File: config.mk
export PLATFORM = sky130hd
export DESIGN_NAME = tss_mul
export DESIGN_NICKNAME = d
export VERILOG_FILES = /design/src/design/tss_pkg.sv /design/src/design/tss_mul.sv
export SDC_FILE = /design/constraint.sdc
export NUM_CORES = 2
export LEC_CHECK = 0
export BUFFER_PORTS_ARGS = -buffer_cell sky130_fd_sc_hd__buf_2
export CAP_MARGIN = 20
export CORE_MARGIN = 8
export CORE_UTILIZATION = 40
export CTS_CLUSTER_DIAMETER = 100
export DETAILED_ROUTE_END_ITERATION = 12
export GPL_ROUTABILITY_DRIVEN = 1
export SLEW_MARGIN = 10
export SYNTH_ARGS = -nofsm -noshare
export SYNTH_HDL_FRONTEND = slang
export SYNTH_SLANG_ARGS = --single-unit
File: constraint.sdc
create_clock -name clk_i -period 15 [get_ports clk_i]
set_clock_uncertainty 0.2 [all_clocks]
set_input_delay 2.25 -clock clk_i [delete_from_list [all_inputs] [get_ports clk_i]]
set_output_delay 2.25 -clock clk_i [all_outputs]
set_load 0.05 [all_outputs]
File: src/design/tss_pkg.sv
// ----------------------------------------------------------------------------
// tss_pkg
// Shared constants and helpers for the tridiagonal system solver.
// ----------------------------------------------------------------------------
`default_nettype none
package tss_pkg;

  localparam int unsigned MaxRowsDef  = 32;
  localparam int unsigned FracBitsDef = 16;
  localparam int unsigned DataW       = 32;
  localparam int unsigned RowW        = 6;

  localparam logic signed [DataW-1:0] QMax = {1'b0, {(DataW-1){1'b1}}};
  localparam logic signed [DataW-1:0] QMin = {1'b1, {(DataW-1){1'b0}}};

  typedef enum logic [3:0] {
    ST_IDLE,
    ST_MUL_RATIO,
    ST_MUL_RHS,
    ST_DIV_RHS,
    ST_WAIT_RHS,
    ST_DIV_RATIO,
    ST_WAIT_RATIO,
    ST_EMIT_FIRST,
    ST_BACK_MUL,
    ST_BACK_EMIT
  } tss_state_e;

  // Saturate a 33-bit signed value to 32 bits.
  function automatic logic [DataW:0] sat_diff(input logic signed [DataW:0] v);
    logic [DataW:0] r;
    if (v > $signed({1'b0, QMax})) r = {1'b1, QMax};
    else if (v < $signed({1'b1, QMin})) r = {1'b1, QMin};
    else r = {1'b0, v[DataW-1:0]};
    return r;
  endfunction

endpackage
`default_nettype wire

File: src/design/tss_mul.sv
// ----------------------------------------------------------------------------
// tss_mul
// Registered fixed-point product, floor shift, saturated to 32 bits.
// ----------------------------------------------------------------------------
`default_nettype none
module tss_mul
  import tss_pkg::*;
#(
  parameter int unsigned FRAC_BITS = FracBitsDef
) (
  input  wire                     clk_i,
  input  wire  signed [DataW-1:0] a_i,
  input  wire  signed [DataW-1:0] b_i,
  output logic signed [DataW-1:0] prod_o,
  output logic                    err_o
);

  logic signed [2*DataW-1:0] p_q;
  logic signed [2*DataW-1:0] sh;

  always_ff @(posedge clk_i) begin
    p_q <= a_i * b_i;
  end

  always_comb begin
    sh = p_q >>> FRAC_BITS;
    err_o = 1'b0;
    if (sh > $signed({{DataW{1'b0}}, QMax})) begin
      err_o = 1'b1; prod_o = QMax;
    end else if (sh < $signed({{DataW{1'b1}}, QMin})) begin
      err_o = 1'b1; prod_o = QMin;
    end else begin
      prod_o = sh[DataW-1:0];
    end
  end

endmodule
`default_nettype wire

==> out/results.tsv <==
stage	metric	value	unit
run_status	status	finished, final reports clean	
sta	Final setup viols	0	
synth	Post-Syn Instances	3936	
sta	max-slew violations	0	
clocking	CTS-repair resized insts	0	
worst_setup_path	crit path max fanout	32	
detailed_routing	Routed Antenna Nets	0	
synth	Primary FF master, synth	dfxtp_1	
final_layout	fin util	0.422	
global_route	initial antenna violation count	8	
die	full die area	103000	µm²
sta	final worst path period share	0.696	
clocking	root buffer cell	clkbuf_16	
clocking	CTS Hold Bufs	0	
clocking	clock sink count	48	
synth	ys async rst share	0	
sta	TNS Setup	0	ns
synth	EDFF count, synth	0	
placed_design	dpl cells	5076	
clocking	Longest Clk Path Bufs	2	
detailed_routing	Vias/cell	4.97	
die	row count	111	
die	Die W	321	µm
synth	mapped cell area	37200	µm²
clocking	CTS H-tree lvls	2	
run	Max Cap Viol	0	
final_layout	register area	961	µm²
worst_setup_path	most used cell, CP	fa_1	
worst_hold_path	Hold Crit Start	b_i[0]	
die	Starting Density	0.405	
clocking	clock buffer count from CTS	5	
worst_setup_path	CP arrival	10.47	ns
sta	FMAX	95.8	MHz
global_route	largest net degree at the start of global routing	33	
synth	Ys Warns	0	
final_layout	biggest regs	p_q: 48 flops	
worst_setup_path	Critical Path Sink Type	register	
worst_setup_path	Slowest-stage cell, CP	fa_1	
die	IO Count	98	
worst_hold_path	Worst Hold Path Cells	7	
worst_hold_path	Hold WC Path Type	input pin to register	
synth	Mapped Nets	5262	
global_route	GRT overflow	0	
synth	register area share after synthesis	0.0259	
sta	Worst-Margin Slew	0.996	ns
synth	Synth top cells by count	fa_1 (1081), inv_1 (975), nand2_1 (526), and2_1 (510), clkbuf_1 (206)	
final_layout	Layout Cells excl Fill	5085	
sta	RSZ-0062 raised after global routing	no	
clocking	Clock transition at path regs	0.07	ns
die	core area	91800	µm²
worst_setup_path	kind of critical path	input pin to register	
placed_design	GPL Wtd Cong	0.857	
global_route	vias in the first global route	28744	
worst_setup_path	WP data required	15.03	ns
detailed_routing	final WL	96.1	mm
final_layout	Final Net Count	5167	
worst_hold_path	WHS Endpoint	p_q[18]	
synth	register bit count reported by yosys	48	
placed_design	I/O Buffers	97	
final_layout	Reg with most FFs	p_q	
synth	top-count cell post-synth	fa_1	
global_route	first-pass GRT wire length	159	mm
detailed_routing	drt pass-1 iters	5	
synth	leading area contributor after synthesis	fa_1	
final_layout	Fillers	9140	
final_layout	ratio of cells with drive above 1 in the final layout	0.0372	
sta	Hold Vio Cnt, Final	0	
die	die height	321	µm
detailed_routing	DRC errors left	0	
synth	ranking of synthesized cells by area	fa_1 (58%), inv_1 (9.8%), and2_1 (8.6%), ha_1 (6.1%), nand2_1 (5.3%)	
final_layout	number of flip-flops in the largest register	48	
detailed_routing	initial drt markers	1215	
detailed_routing	via count	25278	
sta	fin crit period	10.44	ns
placed_design	DP HPWL	80.5	mm
detailed_routing	DR WL/cell	18.9	µm
synth	Yosys top cell area share	0.582	
global_route	Total Routing Usage GR	0.195	
sta	Slew Limit Headroom	0.336	
worst_setup_path	Worst path max stage delay	0.86	ns
clocking	CTS tree	built	
synth	Synth cell types	67	
clocking	postcts setup bufs	0	
synth	Avg Inst Size Synth	9.44	µm²
worst_setup_path	CP startpoint kind	input pin	
final_layout	area of the multi-input gates	31800	µm²
final_layout	synthesis-to-layout area growth	4.23	%
final_layout	Antenna Diode Count	0	
## stage by stage
| step | setup WS, ns | hold slack (ns) | area [µm²] |
|---|---|---|---|
| 6_report | 4.56 | 2.88 | 38700 |
| 5_1_grt | 3.99 | 2.97 | 38700 |
| 4_1_cts | 4.56 | 2.86 | 38700 |
| 3_5_place_dp | 4.26 | 2.67 | 38500 |
| 3_3_place_gp | 4.39 | 2.67 | 38500 |
| 2_1_floorplan | 5.20 | 2.58 | 37200 |
## cells by family after synthesis
logic type	count (synthesis)	synth area share
AO/OA/AOI/OAI	207	0.0392
XOR/XNOR	58	0.0137
adder cells (fa/ha/maj)	1261	0.643
buffers and inverters	1185	0.120
flip-flops	48	0.0259
AND/OR/NAND/NOR	1177	0.159
## critical path, delay by kind of cell
kind / cells / cell delay (ns)
adder cells (fa/ha/maj): 9 / 4.64
buffers and inverters: 8 / 1.62
AO/OA/AOI/OAI: 8 / 1.57
AND/OR/NAND/NOR: 1 / 0.23
XOR/XNOR: 1 / 0.13
## how the worst max path moves through the flow
stage                        from      end  slack (ns)  cells after the start
after floorplan           a_i[31]  p_q[63]        5.20                     28
after global placement    a_i[31]  p_q[63]        4.39                     27
after detailed placement  a_i[31]  p_q[63]        4.26                     27
after CTS                 a_i[31]  p_q[63]        4.56                     27
after global routing      a_i[31]  p_q[63]        3.99                     27
final                     a_i[31]  p_q[63]        4.56                     27
## cell type report
cell class | instances | area share
repair buffers | 108 | 0.0152
flip-flops and latches | 48 | 0.0248
inverters | 975 | 0.0945
multi-input cells | 2703 | 0.820
clock inverters | 3 | 0.00178
well taps | 1243 | 0.0402
clock buffers | 5 | 0.00323
## layer usage
| metal | up-vias | part of all wire | wire length (µm) | track usage |
|---|---|---|---|---|
| met5 | - | 0.00014 | 13 | 0 |
| met4 | 2 | 0.049 | 4740 | 0.0773 |
| met3 | 211 | 0.030 | 2900 | 0.0154 |
| met2 | 535 | 0.54 | 52300 | 0.363 |
| met1 | 13523 | 0.38 | 36100 | 0.231 |
| li1 | 11007 | - | - | - |
## placed cells by master (no fill, tap or decap), types with 18 or more instances in the layout
master | Yosys | layout
a21oi_1 | 52 | 52
nand2_1 | 526 | 526
xnor2_1 | 41 | 41
and2_1 | 510 | 510
ha_1 | 180 | 180
buf_2 | 1 | 97
o21ai_0 | 27 | 27
a21o_1 | 54 | 54
nand3_1 | 18 | 18
inv_1 | 975 | 975
nor2_1 | 56 | 56
fa_1 | 1081 | 1081
dfxtp_1 | 48 | 48
Power is left out: the tool's default activity adds up to more than one toggle a clock period on the data nets, which glitch-free logic cannot reach.
