**config.mk**
```make
export PLATFORM = sky130hd
export DESIGN_NAME = tss_divider
export DESIGN_NICKNAME = d
export VERILOG_FILES = /design/src/design/tss_pkg.sv /design/src/design/tss_divider.sv
export SDC_FILE = /design/constraint.sdc
export NUM_CORES = 1
export LEC_CHECK = 0
export BUFFER_PORTS_ARGS = -buffer_cell sky130_fd_sc_hd__buf_2
export CAP_MARGIN = 20
export CORE_ASPECT_RATIO = 1.2
export CORE_UTILIZATION = 50
export CTS_CLUSTER_DIAMETER = 30
export DETAILED_ROUTE_END_ITERATION = 7
export GPL_TIMING_DRIVEN = 0
export HOLD_SLACK_MARGIN = 0.12
export PLACE_DENSITY = 0.82
export SYNTH_ARGS = -nofsm -noshare
export SYNTH_HDL_FRONTEND = slang
export SYNTH_SLANG_ARGS = --single-unit
```
**constraint.sdc**
```tcl
create_clock -name clk_i -period 3.39 [get_ports clk_i]
set_input_delay 0 -clock clk_i [delete_from_list [all_inputs] [get_ports clk_i]]
set_output_delay 0 -clock clk_i [all_outputs]
set_load 0.02 [all_outputs]
```
**src/design/tss_pkg.sv**
```systemverilog
// ----------------------------------------------------------------------------
// tss_pkg
// Shared constants and helpers for the tridiagonal system solver.
// ----------------------------------------------------------------------------
`default_nettype none
package tss_pkg;

  localparam int unsigned MaxRowsDef  = 32;
  localparam int unsigned FracBitsDef = 16;
  localparam int unsigned DataW       = 32;
  localparam int unsigned RowW        = 6;

  localparam logic signed [DataW-1:0] QMax = {1'b0, {(DataW-1){1'b1}}};
  localparam logic signed [DataW-1:0] QMin = {1'b1, {(DataW-1){1'b0}}};

  typedef enum logic [3:0] {
    ST_IDLE,
    ST_MUL_RATIO,
    ST_MUL_RHS,
    ST_DIV_RHS,
    ST_WAIT_RHS,
    ST_DIV_RATIO,
    ST_WAIT_RATIO,
    ST_EMIT_FIRST,
    ST_BACK_MUL,
    ST_BACK_EMIT
  } tss_state_e;

  // Saturate a 33-bit signed value to 32 bits.
  function automatic logic [DataW:0] sat_diff(input logic signed [DataW:0] v);
    logic [DataW:0] r;
    if (v > $signed({1'b0, QMax})) r = {1'b1, QMax};
    else if (v < $signed({1'b1, QMin})) r = {1'b1, QMin};
    else r = {1'b0, v[DataW-1:0]};
    return r;
  endfunction

endpackage
`default_nettype wire

```
**src/design/tss_divider.sv**
```systemverilog
// ----------------------------------------------------------------------------
// tss_divider
// Radix-2 restoring divider: (n << FRAC_BITS) / d, truncated, saturated.
// ----------------------------------------------------------------------------
`default_nettype none
module tss_divider
  import tss_pkg::*;
#(
  parameter int unsigned FRAC_BITS = FracBitsDef
) (
  input  wire                     clk_i,
  input  wire                     rst_ni,
  input  wire                     start_i,
  input  wire  signed [DataW-1:0] num_i,
  input  wire  signed [DataW-1:0] den_i,
  output logic                    done_o,
  output logic signed [DataW-1:0] quot_o,
  output logic                    err_o
);

  localparam int unsigned NW  = DataW + FRAC_BITS;
  localparam int unsigned CW  = $clog2(NW + 1);

  logic [NW-1:0]    num_q, num_d;
  logic [DataW-1:0] den_q, den_d;
  logic [DataW:0]   rem_q, rem_d;
  logic [CW-1:0]    cnt_q, cnt_d;
  logic             neg_q, neg_d, zero_q, zero_d, run_q, run_d, done_d, done_q;
  logic [DataW:0]   trial;
  logic [NW-1:0]    mag;
  logic [NW:0]      sq;

  always_comb begin
    num_d = num_q; den_d = den_q; rem_d = rem_q; cnt_d = cnt_q;
    neg_d = neg_q; zero_d = zero_q; run_d = run_q; done_d = 1'b0;
    trial = '0;
    if (start_i) begin
      num_d  = NW'({num_i[DataW-1] ? -{{FRAC_BITS{num_i[DataW-1]}}, num_i} :
                     {{FRAC_BITS{1'b0}}, num_i}} << FRAC_BITS);
      den_d  = den_i[DataW-1] ? -den_i : den_i;
      rem_d  = '0;
      cnt_d  = CW'(NW);
      neg_d  = num_i[DataW-1] ^ den_i[DataW-1];
      zero_d = (den_i == '0);
      run_d  = 1'b1;
    end else if (run_q) begin
      trial = {rem_q[DataW-1:0], num_q[NW-1]};
      num_d = {num_q[NW-2:0], 1'b0};
      if (trial >= {1'b0, den_q}) begin
        rem_d = trial - {1'b0, den_q};
        num_d[0] = 1'b1;
      end else begin
        rem_d = trial;
      end
      cnt_d = cnt_q - 1'b1;
      if (cnt_q == CW'(1)) begin
        run_d  = 1'b0;
        done_d = 1'b1;
      end
    end
  end

  always_ff @(posedge clk_i or negedge rst_ni) begin
    if (!rst_ni) begin
      run_q <= 1'b0; done_q <= 1'b0; cnt_q <= '0;
    end else begin
      run_q <= run_d; done_q <= done_d; cnt_q <= cnt_d;
    end
  end

  always_ff @(posedge clk_i) begin
    num_q <= num_d; den_q <= den_d; rem_q <= rem_d;
    neg_q <= neg_d; zero_q <= zero_d;
  end

  always_comb begin
    mag = num_q;
    sq  = neg_q ? -{1'b0, mag} : {1'b0, mag};
    err_o = 1'b0;
    if (zero_q) begin
      err_o  = 1'b1;
      quot_o = neg_q ? QMin : QMax;
    end else if ($signed(sq) > $signed((NW+1)'(QMax))) begin
      err_o = 1'b1; quot_o = QMax;
    end else if ($signed(sq) < $signed({{(NW+1-DataW){1'b1}}, QMin})) begin
      err_o = 1'b1; quot_o = QMin;
    end else begin
      quot_o = sq[DataW-1:0];
    end
  end

  assign done_o = done_q;

endmodule
`default_nettype wire

```
==> flow_metrics.tcl, run 1 <==
set metrics [dict create \
    status "finished, violations left" \
    violations "DRC, setup timing" \
    setup_violations 32 \
    final_nets 1458 \
    path_clk_slew_ns 0.06 \
    worst_slew_pin_slew_ns 0.820 \
    grt.overflow.total 0 \
    synth_seq_cells 122 \
    num_io_pins 101 \
    p_total_mw 4.93 \
    portBuffers 100 \
    endpoint "quot_o[1]" \
    power.switching_mw 1.61 \
    synth_top_cell_by_area "edfxtp_1" \
    setup_tns_ns -24.39 \
    path_max_fanout 7 \
    pwr-share-seq 0.361 \
    rr_endpoint "rem_q[30]$_SDFFE_PP0P_" \
    numCtsBuffers 17 \
    cell_internal_pwr_mw 3.32 \
    synth-edff-count 66 \
    end_kind "output pin" \
    area_growth_pct 33.5 \
    grt_first_pass_wirelength_um 47000 \
    drc 2 \
    die_w_um 127 \
    cts_buffer_depth 2 \
    gp_routability_congestion 0.951 \
    crit_arrival_ns 4.20 \
    syn_inst 1118 \
    final_common_cell "nand2_1" \
    syn_nets 1223 \
    ctsRootBufferMaster "clkbuf_16" \
    layout_setup_ws_ns -0.815 \
    switching_share 0.326 \
    rrSetupSlack_ns 0.13 \
    first_pass_iters 8 \
    period_share 1.24 \
    drive_gt1_frac 0.190 \
    post-route-util 0.686 \
    num_rows 54 \
    vias 10059 \
    grt_max_degree 36 \
    hp-class "in -> reg" \
    synth_area_um2 9410 \
    initial_core_util 0.514 \
    dp_hpwl_um 19000 \
    cp.required_ns 3.39 \
    p_leak_nw 5.18 \
    antenna_found_initial 1 \
    fillers 1308 \
    wl_per_cell_um 19.5 \
    slew_headroom 0.452 \
    vias_per_cell 6.22 \
    cap_violations 0 \
    synth_ff_type "edfxtp_1" \
    p_per_area_nw_per_um2 392 \
    grt_usage 0.306 \
    r2r_start "den_q[15]$_DFFE_PP_" \
    synth.distinct_cells 67 \
    drv_slew 0 \
    layout_common_cells "nand2_1 (110), nor2_1 (94), dlygate4sd3_1 (81)" \
    rsz0062_at_grt "true" \
    wirelength_um 31600 \
    dr.first_iter.drc_count 968 \
    ys.warnings.count 0 \
    postSynthAreaPerCell_um2 8.41 \
    cts_tree "done" \
    synth_area_leaders "edfxtp_1 (21%), dfxtp_1 (10%), xor2_1 (6.1%)" \
    dieArea_um2 19400 \
    ir_drop_v 0.000388 \
    grt_pass1_vias 9592 \
    hold_violations 0 \
    critPathLaunchType "flop" \
    p_clk_frac 0.362 \
    core-area_um2 18300 \
    ys_seq_area_frac 0.334 \
    r2r_cells 12 \
    htreeDepth 4 \
    async_flop_share 0.0656 \
    ant_nets 0 \
    skew_ns 0.00812 \
    finalCriticalPeriod_ns 4.20 \
    combPwrFrac 0.276 \
    synth_top_area_frac 0.211 \
    fmax_ghz 0.238 \
    diodes 0 \
    numClockSinks 122 \
    die_h_um 152 \
    clk_latency_ns 0.43 \
    crit_start "mag[27]$_DFFE_PP_" \
    crit_type "reg -> out" \
]
-- registers in the layout, indices dropped and copies added (netlist names) --
signal and count:
mag 48, cnt_q 6, neg_q 1, rem_q 32, run_q 1, zero_q 1, den_q 32, done_o 1
-- per-stage QoR --
step | hold slack (ns) | instances | setup slack, ns | instance area (um2)
after global routing | 0.201 | 1618 | -0.908 | 12600
after floorplan | -0.296 | 1118 | -0.0848 | 9410
after CTS | 0.170 | 1606 | -0.628 | 12200
after global placement | -0.150 | 1470 | -0.833 | 10200
final | 0.189 | 1618 | -0.815 | 12600
after detailed placement | -0.143 | 1472 | -0.741 | 10300
-- synth_stat cells (all sizes together), types with 9 or more instances --
| cell | count |
|---|---|
| o41ai | 9 |
| xnor2 | 63 |
| edfxtp | 66 |
| nand4 | 13 |
| a21oi | 31 |
| or4 | 16 |
| clkbuf | 56 |
| nor3 | 33 |
| nand2b | 16 |
| nand3 | 23 |
| nand2 | 110 |
| buf | 10 |
| nor2 | 96 |
| o21ai | 100 |
| o31ai | 36 |
| a21o | 20 |
| ha | 37 |
| mux2i | 38 |
| nor4 | 23 |
| a211oi | 28 |
| inv | 51 |
| dfxtp | 48 |
| or3 | 19 |
| xor2 | 65 |
-- final cells by class --
class / instances / area [um2] / area share
clock buffer: 19 / 475 / 0.0378
timing repair buffer: 223 / 1890 / 0.150
buffer: 59 / 292 / 0.0232
sequential: 122 / 3150 / 0.250
inverter: 51 / 194 / 0.0154
tap: 252 / 315 / 0.0251
multi-input combinational: 879 / 6150 / 0.489
clock inverter: 13 / 103 / 0.00817
-- critical path: stages (launching register included) --
cell and delay (ns):
edfxtp_1 0.45, or4_4 0.56, buf_6 0.14, nor4_4 0.40
nand4_1 0.21, buf_4 0.19, mux2_2 0.21, a31oi_1 0.12
a211o_1 0.26, or4_4 0.47, o21bai_4 0.19, buf_12 0.17
buf_6 0.13, o21ai_1 0.09, buf_2 0.18
-- worst min-delay path by stage --
stage / start / end / slack, ns / depth (start not counted)
CTS: num_i[1] / mag[19]$_DFFE_PP_ / 0.17 / 4
finish: start_i / den_q[25]$_DFFE_PP_ / 0.19 / 1
detailed placement: rst_ni / done_o$_DFF_PN0_ / -0.14 / 1
floorplan: rst_ni / cnt_q[0]$_DFFE_PN0P_ / -0.30 / 0
global placement: rst_ni / done_o$_DFF_PN0_ / -0.15 / 1
global route: start_i / den_q[25]$_DFFE_PP_ / 0.20 / 1
-- power by group through the flow --
stage	Combinational, mW	Sequential (mW)	Clock [mW]
2_1_floorplan	0.681	1.78	0
3_3_place_gp	0.935	1.81	0
3_5_place_dp	0.956	1.81	0
4_1_cts	1.20	1.77	1.79
5_1_grt	1.45	1.79	1.86
6_report	1.36	1.78	1.79
-- routing by layer --
layer  GRT usage  up-vias  share of wire
li1            -     4565              -
met1       0.341     4708           0.37
met2       0.538      591           0.49
met3      0.0558      193          0.075
met4       0.186        2          0.063
met5           0        -        0.00025
-- what timing repair did --
| action | 4_1_cts | 5_1_grt |
|---|---|---|
| pin swaps | 31 | 11 |
| gates resized for setup | 112 | 56 |
| endpoints found under the hold margin | 72 | 0 |
| hold buffers | 81 | 0 |
| endpoints found under the setup margin | 65 | 55 |
| cloned | 3 | 3 |
| buffers inserted | 24 | 10 |
-- cells by family after synthesis --
kind of cell	after synthesis	synth area share
AOI/OAI and AO/OA	286	0.199
xor gates and xnor gates	128	0.119
adders and majority gates	38	0.0513
buffers and inverters	117	0.0485
DFF	122	0.334
muxes	42	0.0452
and+or+nand+nor	385	0.202
No activity file was read; power rests on OpenSTA's default activity.
==> run 2: changes to the inputs <==
--- a/config.mk
+++ b/config.mk
@@ -13,7 +13,8 @@
 export DETAILED_ROUTE_END_ITERATION = 7
 export GPL_TIMING_DRIVEN = 0
 export HOLD_SLACK_MARGIN = 0.12
-export PLACE_DENSITY = 0.82
+export PLACE_DENSITY = 0.8
+export SLEW_MARGIN = 20
 export SYNTH_ARGS = -nofsm -noshare
 export SYNTH_HDL_FRONTEND = slang
 export SYNTH_SLANG_ARGS = --single-unit
==> constraint.sdc (replaced) <==
create_clock -name clk_i -period 5.1 [get_ports clk_i]
set_input_delay 0 -clock clk_i [delete_from_list [all_inputs] [get_ports clk_i]]
set_output_delay 0 -clock clk_i [all_outputs]
set_load 0.02 [all_outputs]
==> run 2 against run 1 <==
  * The run now ends clean
  * Via count down 7.1%
  * Global-route usage down 2.6 points
  * Non-clock buffer count down 33
  * Clock-buffer cell count unchanged
  * Hold slack worse by 0.037 ns
==> flow_metrics.tcl, run 2 (synthesized netlist as in run 1, its figures left out) <==
set metrics [dict create \
    dpl.cell_count 1470 \
    gp_routability_congestion 0.954 \
    drv_slew 0 \
    wl_met1_um 11200 \
    finalCriticalPeriod_ns 4.56 \
    wl_per_cell_um 17.0 \
    num_io_pins 101 \
    top_layer_used "met4" \
    critPathMaxStageDelay_ns 0.67 \
    hold_path_startpoint "num_i[1]" \
    status "finished clean" \
    grt_max_degree 36 \
    slew_headroom 0.376 \
    routed-wl-met3_um 1410 \
    whs_endpoint "mag[17]$_DFFE_PP_" \
    critPathLaunchType "flop" \
    whs_ns 0.152 \
    p_leak_nw 4.78 \
    ant_nets 0 \
    clk_latency_ns 0.43 \
    num_rows 54 \
    grt_pass1_vias 9176 \
    dieArea_um2 19400 \
    portBuffers 100 \
    cts_buffer_depth 2 \
    setup_tns_ns 0 \
    first_pass_iters 5 \
    dr.first_iter.drc_count 739 \
    grt.overflow.total 0 \
    rrSetupSlack_ns 0.75 \
    crit_arrival_ns 4.56 \
    hp-class "in -> reg" \
    r2r_cells 13 \
    crit_type "reg -> out" \
    dp_hpwl_um 18600 \
    worst_slew_pin_slew_ns 0.929 \
    wirelength_um 27000 \
    post-cts-setup-buffers 0 \
    layout_common_cells "nand2_1 (109), buf_2 (105), nor2_1 (96)" \
    final_cells 1585 \
    r2r_start "den_q[13]$_DFFE_PP_" \
    initial_core_util 0.514 \
    cap_violations 0 \
    antenna_found_initial 1 \
    end_kind "output pin" \
    numClockSinks 122 \
    drc 0 \
    core-area_um2 18300 \
    post_cts_resized 0 \
    final_common_cell "nand2_1" \
    htreeDepth 4 \
    die_w_um 127 \
    largest_reg_flops 48 \
    ctsRootBufferMaster "clkbuf_16" \
    setup_violations 0 \
    crit_path_top_delay_cell "or4b_2" \
    vias 9340 \
    rsz0062_at_grt "false" \
    p_per_area_nw_per_um2 264 \
    numCtsBuffers 17 \
    skew_ns 0.00932 \
    area_growth_pct 23.7 \
    dr_wl_met2_um 13200 \
    path_clk_slew_ns 0.06 \
    fillers 1482 \
    grt_first_pass_wirelength_um 43600 \
    rr_endpoint "rem_q[20]$_SDFFE_PP0P_" \
    fmax_ghz 0.219 \
    hold_violations 0 \
    vias_per_cell 5.89 \
    cp.required_ns 5.10 \
    die_h_um 152 \
    cts_tree "done" \
    hold_path_depth 4 \
    path_max_fanout 10 \
    drive_gt1_frac 0.118 \
    grt_usage 0.280 \
    post-route-util 0.636 \
    ir_drop_v 0.000238 \
    period_share 0.894 \
    path_cells "inv_1, ha_1, or4b_2, nand4b_1, nor4_1, a211o_1, or3b_1, nor4_1, nand4_1, a21o_1, buf_2, o21ai_1, buf_2" \
    final_nets 1425 \
    p_total_mw 3.08 \
    diodes 0 \
]
-- run 2: changes by cell type in the layout (fill, tap and decap cells not counted), sizes merged --
cell         delta
buf            -39
clkbuf          +4
dlygate4sd3     +2
clkinv          +1
inv             -1
-- run 2: through the flow --
step                      instance area (um2)  setup WS, ns
final                                   11600         0.538
after global routing                    11600         0.362
after CTS                               11600         0.616
after detailed placement                10200         0.974
after global placement                  10200         0.905
after floorplan                          9410          1.63
-- run 2: layout make-up --
cell class | count | area, um2 | share of cell area
inverters | 51 | 191 | 0.0164
plain buffers | 66 | 265 | 0.0228
multi-input cells | 879 | 5820 | 0.500
repair buffers | 183 | 1330 | 0.114
clock inverters | 13 | 103 | 0.00881
flip-flops and latches | 122 | 3140 | 0.270
well taps | 252 | 315 | 0.0271
clock buffers | 19 | 475 | 0.0408
-- run 2: critical path, delay by kind of cell, from the launching register on --
kind	cells	cell delay (ns)
compound gates	3	0.65
fa+ha+maj	1	0.24
buf+inv	3	0.51
flops	1	0.37
simple gates	6	2.35
-- run 2: worst max-delay path by stage --
stage	start	to	slack, ns	cells after the start
finish	mag[0]$_SDFFE_PP0P_	quot_o[18]	0.54	13
global route	mag[0]$_SDFFE_PP0P_	quot_o[26]	0.36	13
CTS	mag[0]$_SDFFE_PP0P_	quot_o[6]	0.62	12
detailed placement	den_q[14]$_DFFE_PP_	rem_q[31]$_SDFFE_PP0P_	0.97	14
global placement	mag[34]$_DFFE_PP_	quot_o[1]	0.90	11
floorplan	mag[31]$_DFFE_PP_	quot_o[22]	1.63	12
-- run 2: repair_timing --
action | in CTS | in global routing
hold endpoints to repair | 72 | 0
hold buffers | 83 | 0
endpoints found under the setup margin | 0 | 0
-- run 2: per-layer routing --
layer / vias up / GRT usage
met5: - / 0
met4: 0 / 0.166
met1: 4365 / 0.324
li1: 4481 / -
met2: 394 / 0.488
met3: 100 / 0.0418
-- run 2: report_power, final --
part / switching (mW) / leakage [nW] / internal [mW] / total [mW]
sequential: 0.0665 / 1.17 / 1.12 / 1.19
clock: 0.484 / 0.291 / 0.688 / 1.17
combinational: 0.414 / 3.33 / 0.301 / 0.715
==> run 3: changes to the inputs <==
--- a/config.mk
+++ b/config.mk
@@ -7,13 +7,15 @@
 export LEC_CHECK = 0
 export BUFFER_PORTS_ARGS = -buffer_cell sky130_fd_sc_hd__buf_2
 export CAP_MARGIN = 20
+export CELL_PAD_IN_SITES_DETAIL_PLACEMENT = 0
+export CELL_PAD_IN_SITES_GLOBAL_PLACEMENT = 2
 export CORE_ASPECT_RATIO = 1.2
-export CORE_UTILIZATION = 50
+export CORE_UTILIZATION = 39
 export CTS_CLUSTER_DIAMETER = 30
 export DETAILED_ROUTE_END_ITERATION = 7
 export GPL_TIMING_DRIVEN = 0
 export HOLD_SLACK_MARGIN = 0.12
-export PLACE_DENSITY = 0.8
+export PLACE_DENSITY = 0.95
 export SLEW_MARGIN = 20
 export SYNTH_ARGS = -nofsm -noshare
 export SYNTH_HDL_FRONTEND = slang
==> run 3 against run 2 <==
  * Clock power is 3% higher
  * Register-to-register slack improved by 0.10 ns
  * Sequential power is essentially flat
  * Design area increased by 0.92%
  * Critical path type unchanged
  * Largest power group is now clock
==> flow_metrics.tcl, run 3 (synthesized netlist as in run 1, its figures left out) <==
set metrics [dict create \
    htreeDepth 4 \
    worst_slew_pin_slew_ns 0.855 \
    cell_internal_pwr_mw 2.15 \
    grt_first_pass_wirelength_um 44100 \
    core-area_um2 23400 \
    p_per_area_nw_per_um2 265 \
    dieArea_um2 24700 \
    numCtsBuffers 17 \
    critPathMaxStageDelay_ns 0.67 \
    dp_hpwl_um 20400 \
    finalCriticalPeriod_ns 4.60 \
    ir_drop_v 0.000215 \
    ctsRootBufferMaster "clkbuf_16" \
    grt.overflow.total 0 \
    layout_common_cells "nand2_1 (109), buf_2 (105), nor2_1 (96)" \
    setup_violations 0 \
    combPwrFrac 0.226 \
    crit_family "simple AND/OR/NAND/NOR gates" \
    critPathLaunchType "flop" \
    crit_type "reg -> out" \
    wl_per_cell_um 16.5 \
    p_clk_frac 0.391 \
    post_cts_resized 0 \
    cp_num_buf_inv 3 \
    p_leak_nw 4.80 \
    portBuffers 100 \
    drive_gt1_frac 0.119 \
    whs_ns 0.150 \
    end_kind "output pin" \
    first_pass_iters 5 \
    cap_violations 0 \
    p_total_mw 3.11 \
    wirelength_um 27200 \
    largest_reg_flops 48 \
    num_io_pins 101 \
    status "finished clean" \
    fmax_ghz 0.217 \
    power.switching_mw 0.955 \
    gp_routability_congestion 0.937 \
    cts_buffer_depth 2 \
    skew_ns 0.0151 \
    path_cells "inv_1, ha_1, or4b_2, nand4b_1, nor4_1, nor3_1, or3_1, nor4_1, nand4_1, a21o_1, buf_2, o21ai_1, buf_2" \
    period_share 0.903 \
    path_clk_slew_ns 0.06 \
    die_w_um 144 \
    grt_max_degree 36 \
    area_growth_pct 24.9 \
    vias 9043 \
    path_max_fanout 10 \
    cp.required_ns 5.10 \
    hold_violations 0 \
    die_h_um 172 \
    pwr-share-seq 0.383 \
    cts_tree "done" \
    rsz0062_at_grt "false" \
    grt_pass1_vias 8865 \
    final_common_cell "nand2_1" \
    final_nets 1425 \
    drv_slew 0 \
    hp-class "in -> reg" \
    num_rows 61 \
    initial_core_util 0.402 \
    dr.first_iter.drc_count 502 \
    antenna_found_initial 0 \
    setup_tns_ns 0 \
    grt_usage 0.229 \
    crit_path_top_delay_cell "or4b_2" \
    switching_share 0.307 \
    numClockSinks 122 \
    ant_nets 0 \
    clk_latency_ns 0.43 \
    crit_arrival_ns 4.60 \
    slew_headroom 0.425 \
    diodes 0 \
    drc 0 \
    vias_per_cell 5.49 \
]
run 3: routing by layer:
layer  share of wire  up-vias  track usage
met5               0        -            0
met4           0.032        0       0.0985
met3           0.040       65       0.0313
met2            0.49      267        0.410
met1            0.44     4217        0.271
li1                -     4494            -
run 3: layout make-up:
type	count	area [um2]
Multi-Input combinational cell	879	5820
Inverter	51	191
Fill cell	2303	11700
Clock inverter	10	75.1
Sequential cell	122	3140
Buffer	66	265
Timing Repair Buffer	183	1340
Clock buffer	22	522
Tap cell	315	394
run 3: worst min-delay path, delay by kind of cell:
kind,cells,cell delay [ns]
AOI/OAI and AO/OA,2,0.16
xor gates and xnor gates,1,0.12
buffers and inverters,1,0.12
run 3: metrics by stage:
stage | utilization | std cells | worst slack, ns | area [um2]
after global routing | 0.501 | 1648 | 0.264 | 11700
after global placement | 0.440 | 1533 | 0.876 | 10300
after detailed placement | 0.441 | 1534 | 0.835 | 10300
after floorplan | - | 1118 | 1.63 | 9410
final | 0.501 | 1648 | 0.497 | 11700
after CTS | 0.501 | 1648 | 0.521 | 11700
run 3: final timing paths:
kind / from / endpoint / depth (start not counted) / slack (ns)
setup / recovery: mag[0]$_SDFFE_PP0P_ / quot_o[25] / 13 / 0.50
hold / removal: num_i[1] / mag[19]$_DFFE_PP_ / 4 / 0.15
setup reg to reg: den_q[14]$_DFFE_PP_ / rem_q[28]$_SDFFE_PP0P_ / 13 / 0.85
hold reg to reg: rem_q[16]$_SDFFE_PP0P_ / rem_q[16]$_SDFFE_PP0P_ / 2 / 0.51
max in group asynchronous: rst_ni / cnt_q[1]$_DFFE_PN0P_ / 3 / 4.27
min in group asynchronous: rst_ni / done_o$_DFF_PN0_ / 3 / 0.55
run 3: power groups by stage:
stage / clock [mW] / combinational, mW / sequential, mW
after floorplan: 0 / 0.453 / 1.18
after CTS: 1.23 / 0.700 / 1.19
after global placement: 0 / 0.636 / 1.20
after global routing: 1.28 / 0.778 / 1.20
after detailed placement: 0 / 0.640 / 1.21
final: 1.21 / 0.704 / 1.19
run 3: what timing repair did:
item / 4_1_cts / 5_1_grt
endpoints found under the hold margin: 72 / 0
setup buffers: 0 / 0
hold buffers: 82 / 0
setup endpoints to repair: 0 / 0
